$ cat src/sv/pmc_pkg.sv
// shared types and constants for the pid motor controller
// no dependencies; imported by every module of the block
`default_nettype none

package pmc_pkg;

  localparam int FRAC_BITS = 16;
  localparam int RATE_HZ   = 100;

  // derivative operand is measurement change times twice the loop rate
  localparam int DIF_SCALE   = 2 * RATE_HZ;
  localparam int DIF_SCALE_W = $clog2(DIF_SCALE + 1) + 1;

  localparam int VAL_W     = 32;
  localparam int ERR_W     = VAL_W + 1;
  localparam int ES_W      = 48;
  localparam int DOP_W     = ERR_W + DIF_SCALE_W;
  localparam int OP_W      = 64;
  localparam int DIG_W     = 32;
  localparam int MUL_W     = DIG_W + 1;
  localparam int PROD_W    = 2 * MUL_W;
  localparam int ACC_W     = 84;
  localparam int ACC_SHIFT = 2 * FRAC_BITS + 1;
  localparam int MAG_W     = 31;
  localparam int PD_W      = 33;
  localparam int DRV_W     = 16;
  localparam int CFG_IDX_W = 3;
  localparam int CFG_DAT_W = 32;

  localparam logic [1:0] MODE_PID  = 2'd0;
  localparam logic [1:0] MODE_RAMP = 2'd1;
  localparam logic [1:0] MODE_FF   = 2'd2;

  typedef enum logic [CFG_IDX_W-1:0] {
    REG_MODE        = 3'd0,
    REG_GAIN_P      = 3'd1,
    REG_GAIN_I      = 3'd2,
    REG_GAIN_D      = 3'd3,
    REG_DEAD_OFFSET = 3'd4,
    REG_DRIVE_LIMIT = 3'd5,
    REG_RAMP_BAND   = 3'd6,
    REG_RAMP_STEP   = 3'd7
  } reg_idx_t;

  typedef struct packed {
    logic        [1:0]       mode;
    logic signed [VAL_W-1:0] gain_p;
    logic signed [VAL_W-1:0] gain_i;
    logic signed [VAL_W-1:0] gain_d;
    logic        [7:0]       dead_offset;
    logic        [14:0]      drive_limit;
    logic        [30:0]      ramp_band;
    logic        [7:0]       ramp_step;
  } pmc_cfg_t;

  typedef struct packed {
    logic signed [VAL_W-1:0] goal_value;
    logic signed [VAL_W-1:0] measured_value;
    logic                    stop_press;
  } pmc_in_t;

  typedef struct packed {
    logic signed [DRV_W-1:0] drive_out;
    logic                    stopped;
    logic                    clamped;
  } pmc_out_t;

  // request to the shared multiply-accumulate unit
  typedef struct packed {
    logic                    clr;
    logic                    go;
    logic                    hi;
    logic signed [MUL_W-1:0] a;
    logic signed [MUL_W-1:0] b;
  } pmc_mac_req_t;

endpackage

`default_nettype wire

$ cat src/sv/pmc_mac.sv
// shared 33x33 signed multiplier with registered product and wide accumulator
// depends on pmc_pkg
`default_nettype none

module pmc_mac (
  input  wire                                 clk,
  input  wire                                 rst_n,
  input  pmc_pkg::pmc_mac_req_t               req,
  output logic signed [pmc_pkg::ACC_W-1:0]    acc
);
  import pmc_pkg::*;

  logic signed [PROD_W-1:0] prod_r;
  logic                     prod_hi_r;
  logic                     prod_vld_r;
  logic signed [ACC_W-1:0]  acc_r;
  logic signed [ACC_W-1:0]  addend;

  // high digit products weigh 2^32
  always_comb begin
    addend = ACC_W'(prod_r);
    if (prod_hi_r) begin
      addend = addend <<< DIG_W;
    end
  end

  always_ff @(posedge clk) begin
    if (!rst_n) begin
      prod_vld_r <= 1'b0;
    end else begin
      prod_vld_r <= req.go & ~req.clr;
    end
  end

  always_ff @(posedge clk) begin
    if (req.go) begin
      prod_r    <= req.a * req.b;
      prod_hi_r <= req.hi;
    end
    if (req.clr) begin
      acc_r <= '0;
    end else if (prod_vld_r) begin
      acc_r <= acc_r + addend;
    end
  end

  assign acc = acc_r;

endmodule

`default_nettype wire

$ cat config.mk
export PLATFORM = sky130hd
export DESIGN_NAME = pmc_mac
export DESIGN_NICKNAME = d
export VERILOG_FILES = /design/src/sv/pmc_pkg.sv /design/src/sv/pmc_mac.sv
export SDC_FILE = /design/constraint.sdc
export NUM_CORES = 2
export LEC_CHECK = 0
export ABC_AREA = 1
export BUFFER_PORTS_ARGS = -buffer_cell sky130_fd_sc_hd__buf_2
export CAP_MARGIN = 20
export CORE_ASPECT_RATIO = 1.5
export CORE_UTILIZATION = 60
export CTS_BUF_LIST = sky130_fd_sc_hd__clkbuf_2 sky130_fd_sc_hd__clkbuf_4 sky130_fd_sc_hd__clkbuf_8
export DETAILED_ROUTE_END_ITERATION = 7
export PLACE_DENSITY = 0.77
export SYNTH_ARGS = -nofsm -noshare
export SYNTH_HDL_FRONTEND = slang
export SYNTH_SLANG_ARGS = --single-unit
$ cat constraint.sdc
create_clock -name clk -period 27.4 [get_ports clk]
set_input_delay 5.48 -clock clk [delete_from_list [all_inputs] [get_ports clk]]
set_output_delay 5.48 -clock clk [all_outputs]
set_load 0.05 [all_outputs]
==> summary.txt <==
Timing
  – RSZ-0062 raised after global routing: no
  – Fmax: 75.90 MHz
  – Max-slew violations: 0
  – Tightest Pin Transition: 1152 ps
  – Setup violations, final: 0
  – WHS: 503.4 ps
  – Post-Route Skew: 35.84 ps
  – Setup_tns: 0 ps
  – Final hold viol count: 0
  – Max_slew headroom: 23.17%
  – Fin crit share: 48.08%
  – Tmin final: 13180 ps

Detailed routing
  – DR vias/cell: 5.647
  – Antenna-violating nets left: 0
  – Drt drc: 40
  – Initial DRC Count: 4178
  – Wire per inst: 24.14 um
  – Drt total wl: 205200 um
  – Drt pass-1 iters: 8
  – Via Count: 48003

Worst setup path
  – Crit path max-delay cell type: fa_1
  – Crit-path max FO: 33
  – WP data arrival: 13530 ps
  – Critical Path End Type: flip-flop
  – Worst EP required: 27750 ps
  – Critical path type: in -> reg
  – Crit path buf inv count: 10
  – Startpoint Class: input port
  – CP Depth: 26
  – Crit path max-delay family: adder cells
  – Reg-to-Reg End: acc[77]
  – Worst r2r src: prod_hi_r
  – R2R cell count: 15
  – CP peak stage delay: 920 ps
  – FF-to-FF setup slack: 21890 ps

Floorplan
  – Rows: 134
  – Initial core utilization: 60.83%
  – Die Y: 370.3 um
  – Die span in x: 247.5 um
  – Io pins: 155
  – Die area: 0.09166 mm2
  – Core Area: 0.08920 mm2

Logic synthesis
  – Synth top cells by count: inv_1 (2211), nand2_1 (1915), fa_1 (1146), nor2_1 (524), ha_1 (300)
  – Yosys reg bits: 152
  – Post-synth net total: 8935
  – Synth Flop Type: dfxtp_1
  – Synth top area cells: fa_1 (42%), inv_1 (15%), nand2_1 (13%), ha_1 (6.9%), edfxtp_1 (3.7%)
  – Cell taking the most area after synthesis: fa_1
  – Synth warn: 0
  – Seq/Total Area, Yosys: 6.845%
  – Most frequent cell after synthesis: inv_1
  – Syn Inst Count: 7418
  – Post-synthesis cell area: 0.05425 mm2
  – Async SR Flop Fraction: 0%
  – Area share of the largest cell type after synthesis: 42.29%
  – Mean Syn Cell Area: 7.314 um2
  – Synth unique cells: 47
  – Post-synth EDFFs: 67

Cells and area
  – Fillers: 7967
  – Non-filler cells, final: 8501
  – Synth-to-layout area growth: 3.332%
  – Ratio of cells with drive above 1 in the final layout: 4.622%
  – Footprint of the multi-input gates: 0.04107 mm2
  – Register Area: 0.003717 mm2
  – Fin nets: 8846
  – Final core occ: 62.85%

Hold path
  – Hold Crit Class: reg -> reg
  – Worst hold endpoint: acc[83]
  – Hold path depth: 2
  – HP Start: acc[83]

CTS
  – CTS tree: yes
  – Post-cts resize count: 0
  – Root Driver: clkbuf_8
  – CTS clk-pin slew, worst paths: 80 ps
  – Hold-fix buffers at CTS: 0
  – Number of CTS-inserted buffers: 25
  – H-tree depth: 4
  – Setup bufs post-CTS: 0
  – Clk buf depth: 3
  – Clk sinks: 152
  – Clk_lat worst skew: 620 ps

GRT
  – Initial antenna violation count: 15
  – Vias in the first global route: 51317
  – Largest net degree at the start of global routing: 62
  – Grt ovf: 0
  – First-pass GRT wire length: 306000 um
  – Tot GR Track Use: 46.51%

Placed design
  – RePlAce Congestion: 1.066
  – Post-Place Cells: 8457
  – Post-DP HPWL: 162600 um
  – Port bufs: 154

Outcome
  – Status: finished with violations
  – Failing checks: DRC

Run
  – Max_cap viols: 0
==> cell families (layout without fill, tap and decap cells) <==
logic type	count (synthesis)	count (layout)	share of synthesized area, %
and+or+nand+nor	2717	2717	19.96
buffers and inverters	2523	2440	17.46
adders and majority gates	1446	1446	49.20
AOI/OAI and AO/OA	482	482	4.944
DFF	152	152	6.845
xor gates and xnor gates	98	98	1.582
other	0	10	0
==> final cells by class <==
type                            count  share of cell area (%)
Tap cell                         1156                   2.580
Inverter                         2219                   14.86
Sequential cell                   152                   6.631
Clock buffer                       28                  0.6651
Multi-Input combinational cell   4743                   73.25
Clock inverter                      5                  0.1406
Timing Repair Buffer              188                   1.830
Antenna cell                       10                 0.04464
==> how the worst max path moves through the flow <==
stage	start	end
2_1_floorplan	req[65]	prod_r[65]
3_3_place_gp	req[65]	prod_r[59]
3_5_place_dp	req[6]	prod_r[57]
4_1_cts	req[6]	prod_r[57]
5_1_grt	req[6]	prod_r[65]
6_report	req[65]	prod_r[57]
==> metrics by stage <==
stage	setup slack (ps)	cell area [um2]
final	14220	56060
after global routing	13770	56050
after CTS	14250	56030
after detailed placement	13640	55580
after global placement	13780	55580
after floorplan	14530	54250
==> state kept, by name (all words and copies together) (netlist names) <==
| register | cells |
|---|---|
| prod_hi_r | 1 |
| prod_r | 66 |
| acc | 84 |
| prod_vld_r | 1 |
==> metal layers <==
layer | up-vias | global-route usage (%) | share of wire [%]
met5 | - | 0.4278 | 0.038
li1 | 20820 | - | -
met2 | 2947 | 76.61 | 47
met3 | 1133 | 12.50 | 10
met4 | 12 | 44.14 | 12
met1 | 23091 | 47.25 | 30
==> layout by cell type, fill, tap and decap left out, types with 3 or more instances in the layout <==
cell type,Yosys,layout
clkbuf_4,0,3
a31oi_1,8,8
nand4_1,36,36
a21oi_2,9,9
fa_1,1146,1146
o211ai_1,4,4
a21oi_1,192,192
nor3_1,12,12
a21o_1,15,15
nand3b_1,6,6
inv_1,2211,2211
o21bai_1,25,25
a21boi_0,3,3
or2_2,9,9
nand2_2,35,35
o21bai_2,3,3
o21ai_1,20,20
edfxtp_1,67,67
nor2_2,25,25
inv_2,8,8
nor4_1,7,7
buf_4,0,33
nor3_2,8,8
o21ai_2,5,5
nand3_1,125,125
nor2_1,524,524
ha_1,300,300
buf_2,3,154
diode_2,0,10
nand3_2,7,7
o21a_1,7,7
o221ai_1,6,6
clkbuf_8,0,26
o21ai_0,179,179
dfxtp_1,85,84
nand2_1,1915,1915
xor2_1,73,73
xnor2_1,25,25
==> worst reg2reg max path, cell delays in order, from the launching register on <==
cell and delay, ps:
edfxtp_1 380, buf_4 220, inv_1 80, buf_4 430
nand2_1 650, o21ai_0 320, ha_1 410, nand2_2 160
nor3_2 720, nand2_1 530, nor2_1 320, nand4_1 650
nand4_1 330, nand3_1 100, nand2_1 80, inv_1 30
Power is not shown: default switching activity piles up to over one toggle a cycle in this logic, so the estimate is an artifact.
