===== src/sv/pmc_pkg.sv =====
// shared types and constants for the pid motor controller
// no dependencies; imported by every module of the block
`default_nettype none

package pmc_pkg;

  localparam int FRAC_BITS = 16;
  localparam int RATE_HZ   = 100;

  // derivative operand is measurement change times twice the loop rate
  localparam int DIF_SCALE   = 2 * RATE_HZ;
  localparam int DIF_SCALE_W = $clog2(DIF_SCALE + 1) + 1;

  localparam int VAL_W     = 32;
  localparam int ERR_W     = VAL_W + 1;
  localparam int ES_W      = 48;
  localparam int DOP_W     = ERR_W + DIF_SCALE_W;
  localparam int OP_W      = 64;
  localparam int DIG_W     = 32;
  localparam int MUL_W     = DIG_W + 1;
  localparam int PROD_W    = 2 * MUL_W;
  localparam int ACC_W     = 84;
  localparam int ACC_SHIFT = 2 * FRAC_BITS + 1;
  localparam int MAG_W     = 31;
  localparam int PD_W      = 33;
  localparam int DRV_W     = 16;
  localparam int CFG_IDX_W = 3;
  localparam int CFG_DAT_W = 32;

  localparam logic [1:0] MODE_PID  = 2'd0;
  localparam logic [1:0] MODE_RAMP = 2'd1;
  localparam logic [1:0] MODE_FF   = 2'd2;

  typedef enum logic [CFG_IDX_W-1:0] {
    REG_MODE        = 3'd0,
    REG_GAIN_P      = 3'd1,
    REG_GAIN_I      = 3'd2,
    REG_GAIN_D      = 3'd3,
    REG_DEAD_OFFSET = 3'd4,
    REG_DRIVE_LIMIT = 3'd5,
    REG_RAMP_BAND   = 3'd6,
    REG_RAMP_STEP   = 3'd7
  } reg_idx_t;

  typedef struct packed {
    logic        [1:0]       mode;
    logic signed [VAL_W-1:0] gain_p;
    logic signed [VAL_W-1:0] gain_i;
    logic signed [VAL_W-1:0] gain_d;
    logic        [7:0]       dead_offset;
    logic        [14:0]      drive_limit;
    logic        [30:0]      ramp_band;
    logic        [7:0]       ramp_step;
  } pmc_cfg_t;

  typedef struct packed {
    logic signed [VAL_W-1:0] goal_value;
    logic signed [VAL_W-1:0] measured_value;
    logic                    stop_press;
  } pmc_in_t;

  typedef struct packed {
    logic signed [DRV_W-1:0] drive_out;
    logic                    stopped;
    logic                    clamped;
  } pmc_out_t;

  // request to the shared multiply-accumulate unit
  typedef struct packed {
    logic                    clr;
    logic                    go;
    logic                    hi;
    logic signed [MUL_W-1:0] a;
    logic signed [MUL_W-1:0] b;
  } pmc_mac_req_t;

endpackage

`default_nettype wire


===== src/sv/pmc_cfg_regs.sv =====
// configuration register file of the pid motor controller
// depends on pmc_pkg
`default_nettype none

module pmc_cfg_regs (
  input  wire                           clk,
  input  wire                           rst_n,
  input  wire                           cfg_valid,
  output logic                          cfg_ready,
  input  wire  [pmc_pkg::CFG_IDX_W-1:0] cfg_index,
  input  wire  [pmc_pkg::CFG_DAT_W-1:0] cfg_data,
  output pmc_pkg::pmc_cfg_t             cfg
);
  import pmc_pkg::*;

  pmc_cfg_t cfg_r;

  assign cfg_ready = 1'b1;
  assign cfg       = cfg_r;

  always_ff @(posedge clk) begin
    if (!rst_n) begin
      cfg_r.mode        <= MODE_PID;
      cfg_r.gain_p      <= '0;
      cfg_r.gain_i      <= '0;
      cfg_r.gain_d      <= '0;
      cfg_r.dead_offset <= 8'd10;
      cfg_r.drive_limit <= 15'd255;
      cfg_r.ramp_band   <= 31'd65536;
      cfg_r.ramp_step   <= 8'd5;
    end else if (cfg_valid) begin
      unique case (reg_idx_t'(cfg_index))
        REG_MODE:        cfg_r.mode        <= cfg_data[1:0];
        REG_GAIN_P:      cfg_r.gain_p      <= cfg_data;
        REG_GAIN_I:      cfg_r.gain_i      <= cfg_data;
        REG_GAIN_D:      cfg_r.gain_d      <= cfg_data;
        REG_DEAD_OFFSET: cfg_r.dead_offset <= cfg_data[7:0];
        REG_DRIVE_LIMIT: cfg_r.drive_limit <= cfg_data[14:0];
        REG_RAMP_BAND:   cfg_r.ramp_band   <= cfg_data[30:0];
        REG_RAMP_STEP:   cfg_r.ramp_step   <= cfg_data[7:0];
      endcase
    end
  end

endmodule

`default_nettype wire


===== config.mk =====
export PLATFORM = sky130hd
export DESIGN_NAME = pmc_cfg_regs
export DESIGN_NICKNAME = d
export VERILOG_FILES = /design/src/sv/pmc_pkg.sv /design/src/sv/pmc_cfg_regs.sv
export SDC_FILE = /design/constraint.sdc
export NUM_CORES = 1
export LEC_CHECK = 0
export ABC_AREA = 1
export ABC_CLOCK_PERIOD_IN_PS = 1900
export BUFFER_PORTS_ARGS = -buffer_cell sky130_fd_sc_hd__buf_4
export CORE_ASPECT_RATIO = 1.25
export CORE_MARGIN = 2
export CORE_UTILIZATION = 35
export DETAILED_ROUTE_END_ITERATION = 10
export PLACE_DENSITY_LB_ADDON = 0.25
export SYNTH_ARGS = -nofsm -noshare
export SYNTH_HDL_FRONTEND = slang
export SYNTH_SLANG_ARGS = --single-unit

===== constraint.sdc =====
create_clock -name clk -period 1.9 [get_ports clk]
set_input_delay 0.095 -clock clk [delete_from_list [all_inputs] [get_ports clk]]
set_output_delay 0.095 -clock clk [all_outputs]
set_load 0.05 [all_outputs]

==> results.md, run 1 <==
- Crit path capture type: primary output
- Tightest Pin Transition: between 600 and 700 ps
- DRC Markers: 0
- Synth Instances: between 900 and 1000
- Core area: 0.0175 mm2
- HPWL Detailed: 13300 um
- Worst-path cell chain: buf_4
- Post-CTS sizing: 0
- Largest net degree at the start of global routing: 118
- Mean Syn Cell Area: 6.91 um2
- Pwr Total: 8090 uW
- Worst EP arrival: 1000 ps
- FF-to-FF Start: cfg[24]
- CTS clk-pin slew, worst paths: 60 ps
- Final setup violation count: 0
- Tcrit/Tclk final: between 50 and 60%
- Worst r2r path cells: 2
- Global-route wire length before repair: about 31000 um
- Clk_skew: 0 ps
- VDD IR max: around 0.76 mV
- Via count: 6195
- Routability cong.: 0.764
- CP delay by family, top: flip-flops
- Final hold slack: between 50 and 60 ps
- Req. time, crit path: roughly 1800 ps
- Number of flip-flops in the largest register: 160
- Wirelength, routed: roughly 20000 um
- P_leak: 0.00408 uW
- Share of cells above drive strength 1: 22.9%
- RSZ-0062 raised after global routing: false
- Setup Buffers After CTS: 0
- Crit-path max cell delay: 370 ps
- Worst Setup SP: cfg[16]
- Mapped Area: 0.00626 mm2
- Status: complete, no violations
- CP Launch Type: register
- Initial Util: 35.8%
- Buf+Inv Stages, Crit Path: 1
- DRT iter0 DRCs: ~570
- Root Driver: clkbuf_16
- TritonRoute pass-1 iters: 5
- Net Count, Synth: approximately 950
- Vias in the first global route: 5738
- WL/cell: 15.1 um
- Crit path depth: 1
- Layout area overhead: 37.5%
- Placed Instances: 1283
- Worst Hold Class: input pin to register
- Crit-path slowest cell: dfxtp_1
- Synth Register Bits: 160
- Initial antenna violation count: 0
- Ys Warns: 0
- Fill cells: 1839
- Antenna-violating nets left: 0
- Die ar.: ~0.019 mm2
- H-tree depth: 4
- CP Class: register to primary output
- Vert. Die Dim: roughly 150 um
- Clk sinks: 160
- Clock insertion delay at the later pin of the skew report: 420 ps
- Max-slew headroom: between 50% and 60%
- Tot GR Track Use: 21.3%
- Netlist cell types: 14
- Port bufs: 197
- Diodes inserted: 0
- Final Hold Fails: 0
- R2R Setup Slk: between 1000 and 1500 ps
- FMAX: 0.911 GHz
- NumNets Final: between 1000 and 1500
- I/O pin count: 199
- Max_cap viols: 0
- Die width: 124 um
- Pwr/cell area: 939 mW/mm2
- FP Rows: 54
- Longest Clk Path Bufs: 2
- Setup TNS: 0 ps
- Vias per cell: ~4.7
- Critical-path maximum fanout: 2
- Total gr overflow: 0
- Final slew viol count: 0
- CTS tree: done
- Crit path to: cfg[16]
- Min Clock Period, post-route: 1100 ps
- Sequential fraction of the synthesis area: 51.1%
- CTS buffer count: 17
- R2r endpoint: cfg[24]
- Non-Filler Instances: 1324
[cell type report]
type / count / area, um2 / area share (%)
flip-flops and latches: 160 / 3200 / 37.2
well taps: 224 / 280 / 3.25
clock buffers: 24 / 482 / 5.59
multi-input cells: 648 / 2670 / 31.0
repair buffers: 221 / 1760 / 20.4
inverters: 39 / 146 / 1.70
clock inverters: 8 / 78.8 / 0.915
[repair_timing]
item | 4_1_cts | 5_1_grt
endpoints found under the setup margin | 0 | 0
hold endpoints to repair | 13 | 0
hold buffers | 9 | 0
[power breakdown]
part / internal (uW) / switching (uW) / leakage (uW)
sequential: 3470 / 66.6 / 0.00130
combinational: 373 / 886 / 0.00250
clock: 1910 / 1370 / 0.000275
[logic make-up after synthesis]
group                  count (synthesis)  synth area share [%]
AOI/OAI and AO/OA                      1                0.0798
buffers and inverters                 99                  6.75
DFF                                  160                  51.1
other                                  1                0.0599
and+or+nand+nor                      646                  42.0
[worst min-delay path by stage]
stage                           to         start  slack (ps)  cells after the start
after CTS                 cfg[115]  cfg_data[21]          40                      5
final                     cfg[115]  cfg_data[21]          50                      5
after floorplan            cfg[55]   cfg_data[1]         210                      2
after global routing      cfg[123]  cfg_data[29]          70                      5
after global placement     cfg[57]   cfg_data[3]         320                      3
after detailed placement   cfg[45]   cfg_data[6]         320                      3
[stage by stage]
stage               cell area, um2  setup slack (ps)  util (%)
floorplan                     6260               960         -
global placement              7960               590      45.5
detailed placement            7960               525      45.5
finish                        8610               802      49.2
CTS                           8610               795      49.2
global route                  8610               759      49.2
[routing by layer]
layer | vias up | track usage (%) | wire, um
met2 | 195 | 35.8 | 9970
met1 | 2820 | 26.6 | 8300
met4 | 0 | 6.11 | 250
li1 | 3160 | - | -
met5 | - | 0 | 0
met3 | 20 | 5.56 | 1440
[synth_stat cells]
master,number,share of area [%]
buf_1,9,0.54
buf_2,32,2.6
buf_4,3,0.36
clkbuf_1,16,0.96
conb_1,1,0.060
dfxtp_1,160,51
inv_1,37,2.2
inv_2,2,0.12
nand2_1,185,11
nand2_2,1,0.10
nand3_1,154,12
nor2_1,302,18
nor2_2,4,0.40
o21ai_0,1,0.080
[tightest hold or removal path, cell delays in order]
cell	delay, ps
buf_4	80
inv_1	60
nand3_1	90
nand2_1	50
nor2_1	70
[layout by cell type, fill, tap and decap left out]
cell	instances
nor2_1	297
buf_4	206
nand2_1	185
dfxtp_1	160
nand3_1	154
inv_1	37
clkbuf_16	17
dlygate4sd3_1	9
nor2_2	6
buf_12	6
clkbuf_1	4
nor2_4	3
clkinv_2	3
clkbuf_8	3
inv_2	2
inv_6	2
nand2_2	1
o21ai_0	1
conb_1	1
bufinv_16	1
clkinvlp_4	1
clkinv_4	1
(Power assumes the default switching activity.)
==> run 2: changes to the inputs <==
ABC_CLOCK_PERIOD_IN_PS = 1050   (was 1900)
clock period = 1.05 ns   (was 1.9 ns; I/O delays follow)
==> results.md, run 2 (same netlist as run 1, synthesis figures left out) <==
- Status: complete, no violations
- Root Driver: clkbuf_16
- FP Rows: 54
- Reg area: 0.00323 mm2
- Global-route wire length before repair: 30900 um
- Min Clock Period, post-route: between 1000 and 1500 ps
- Clk sinks: 160
- DRC Markers: 0
- Post-placement setup slack: -3.31 ps
- CP Class: register to primary output
- TritonRoute pass-1 iters: 5
- Port bufs: 197
- Share of cells above drive strength 1: 26.2%
- Pwr/cell area: 1630 mW/mm2
- Final Hold Fails: 0
- Diodes inserted: 0
- Final Util: between 50% and 60%
- Final slew viol count: 0
- Worst EP arrival: approximately 970 ps
- Vert. Die Dim: ~150 um
- Commonest non-fill, non-tap cell in the layout: nor2_1
- Initial Util: 35.8%
- Req. time, crit path: 1000 ps
- Worst-path cell chain: buf_4
- CTS buffer count: 17
- HPWL Detailed: between 10000 and 15000 um
- Longest Clk Path Bufs: 2
- Wirelength, routed: 20200 um
- FMAX: between 0.9 and 1 GHz
- Worst Hold Class: input pin to register
- Crit-path max cell delay: around 340 ps
- Die width: 124 um
- Layout area overhead: 49.0%
- Non-Filler Instances: 1339
- Vias per cell: 4.70
- CTS tree: done
- Total gr overflow: 0
- CTS clk-pin slew, worst paths: roughly 60 ps
- WL/cell: roughly 15 um
- Top Layer Used: met4
- Setup TNS: 0 ps
- NumNets Final: 1143
- Die ar.: 0.0190 mm2
- Crit-path slowest cell: dfxtp_1
- Tot GR Track Use: 21.3%
- Final setup violation count: 0
- Critical-path maximum fanout: 2
- Antenna-violating nets left: 0
- Initial antenna violation count: 0
- Routability cong.: 0.807
- Multi-input gate area in the final layout: 0.00267 mm2
- VDD IR max: approximately 1.1 mV
- Largest net degree at the start of global routing: 40
- Core area: approximately 0.017 mm2
- Number of flip-flops in the largest register: 160
- P_leak: 0.00432 uW
- CP Launch Type: register
- Vias in the first global route: slightly below 6000
- Tcrit/Tclk final: 97.1%
- Buf+Inv Stages, Crit Path: 1
- Clk_skew: 0 ps
- Most frequent cells in the layout: nor2_1 (297), nand2_1 (185), nand3_1 (154)
- Clock insertion delay at the later pin of the skew report: 420 ps
- Slack of the critical path: 31.0 ps
- CP delay by family, top: flip-flops
- Met2 wire len: slightly below 10000 um
- Fill cells: 1732
- DRT iter0 DRCs: 527
- Via count: 6291
- Max_cap viols: 0
- Placed Instances: 1300
- DR WL met3: 1250 um
- Crit path capture type: primary output
- I/O pin count: between 150 and 200
- H-tree depth: 4
- Pwr Total: 15200 uW
- M1 WL: roughly 8500 um
run 2: changes by cell type in the layout (fill, tap and decap cells not counted), moves of 2 or more:
cell	previous run	this run
buf_4	206	108
buf_6	0	104
buf_12	6	17
clkbuf_1	4	1
dfxtp_2	0	23
dfxtp_1	160	137
bufinv_16	1	3
run 2: timing repair:
action                                 4_1_cts  5_1_grt
endpoints found under the hold margin       17        0
pin swaps                                    0        0
resized for setup                           21      106
setup endpoints to repair                   19       95
hold buffers                                10        0
setup buffers                                0        0
run 2: stage by stage:
stage	hold WS (ps)	instance area (um2)
after global placement	271	8230
final	29.3	9340
after detailed placement	274	8230
after global routing	23.7	9340
after CTS	7.79	8990
after floorplan	166	6260
run 2: area by class of cell:
| class | count | area share, % |
|---|---|---|
| Timing Repair Buffer | 239 | 25.9 |
| Sequential cell | 160 | 34.6 |
| Clock buffer | 20 | 4.89 |
| Inverter | 39 | 1.57 |
| Tap cell | 224 | 3.00 |
| Multi-Input combinational cell | 648 | 28.6 |
| Clock inverter | 9 | 1.42 |
run 2: routing by layer:
layer / track usage [%] / up-vias
met3: 5.53 / 25
met2: 35.5 / 174
li1: - / 3198
met5: 0 / -
met4: 8.17 / 0
met1: 25.9 / 2894
run 2: final timing paths:
path           startpoint  endpoint  slack, ps  cells after the start
max reg2reg      cfg[148]  cfg[148]        410                      2
min reg2reg       cfg[40]   cfg[40]        470                      2
min          cfg_data[23]   cfg[85]         30                      5
max               cfg[41]   cfg[41]         30                      1
run 2: report_power, final:
part,internal [uW],switching (uW)
combinational,841,1620
sequential,6290,146
clock,3840,2460
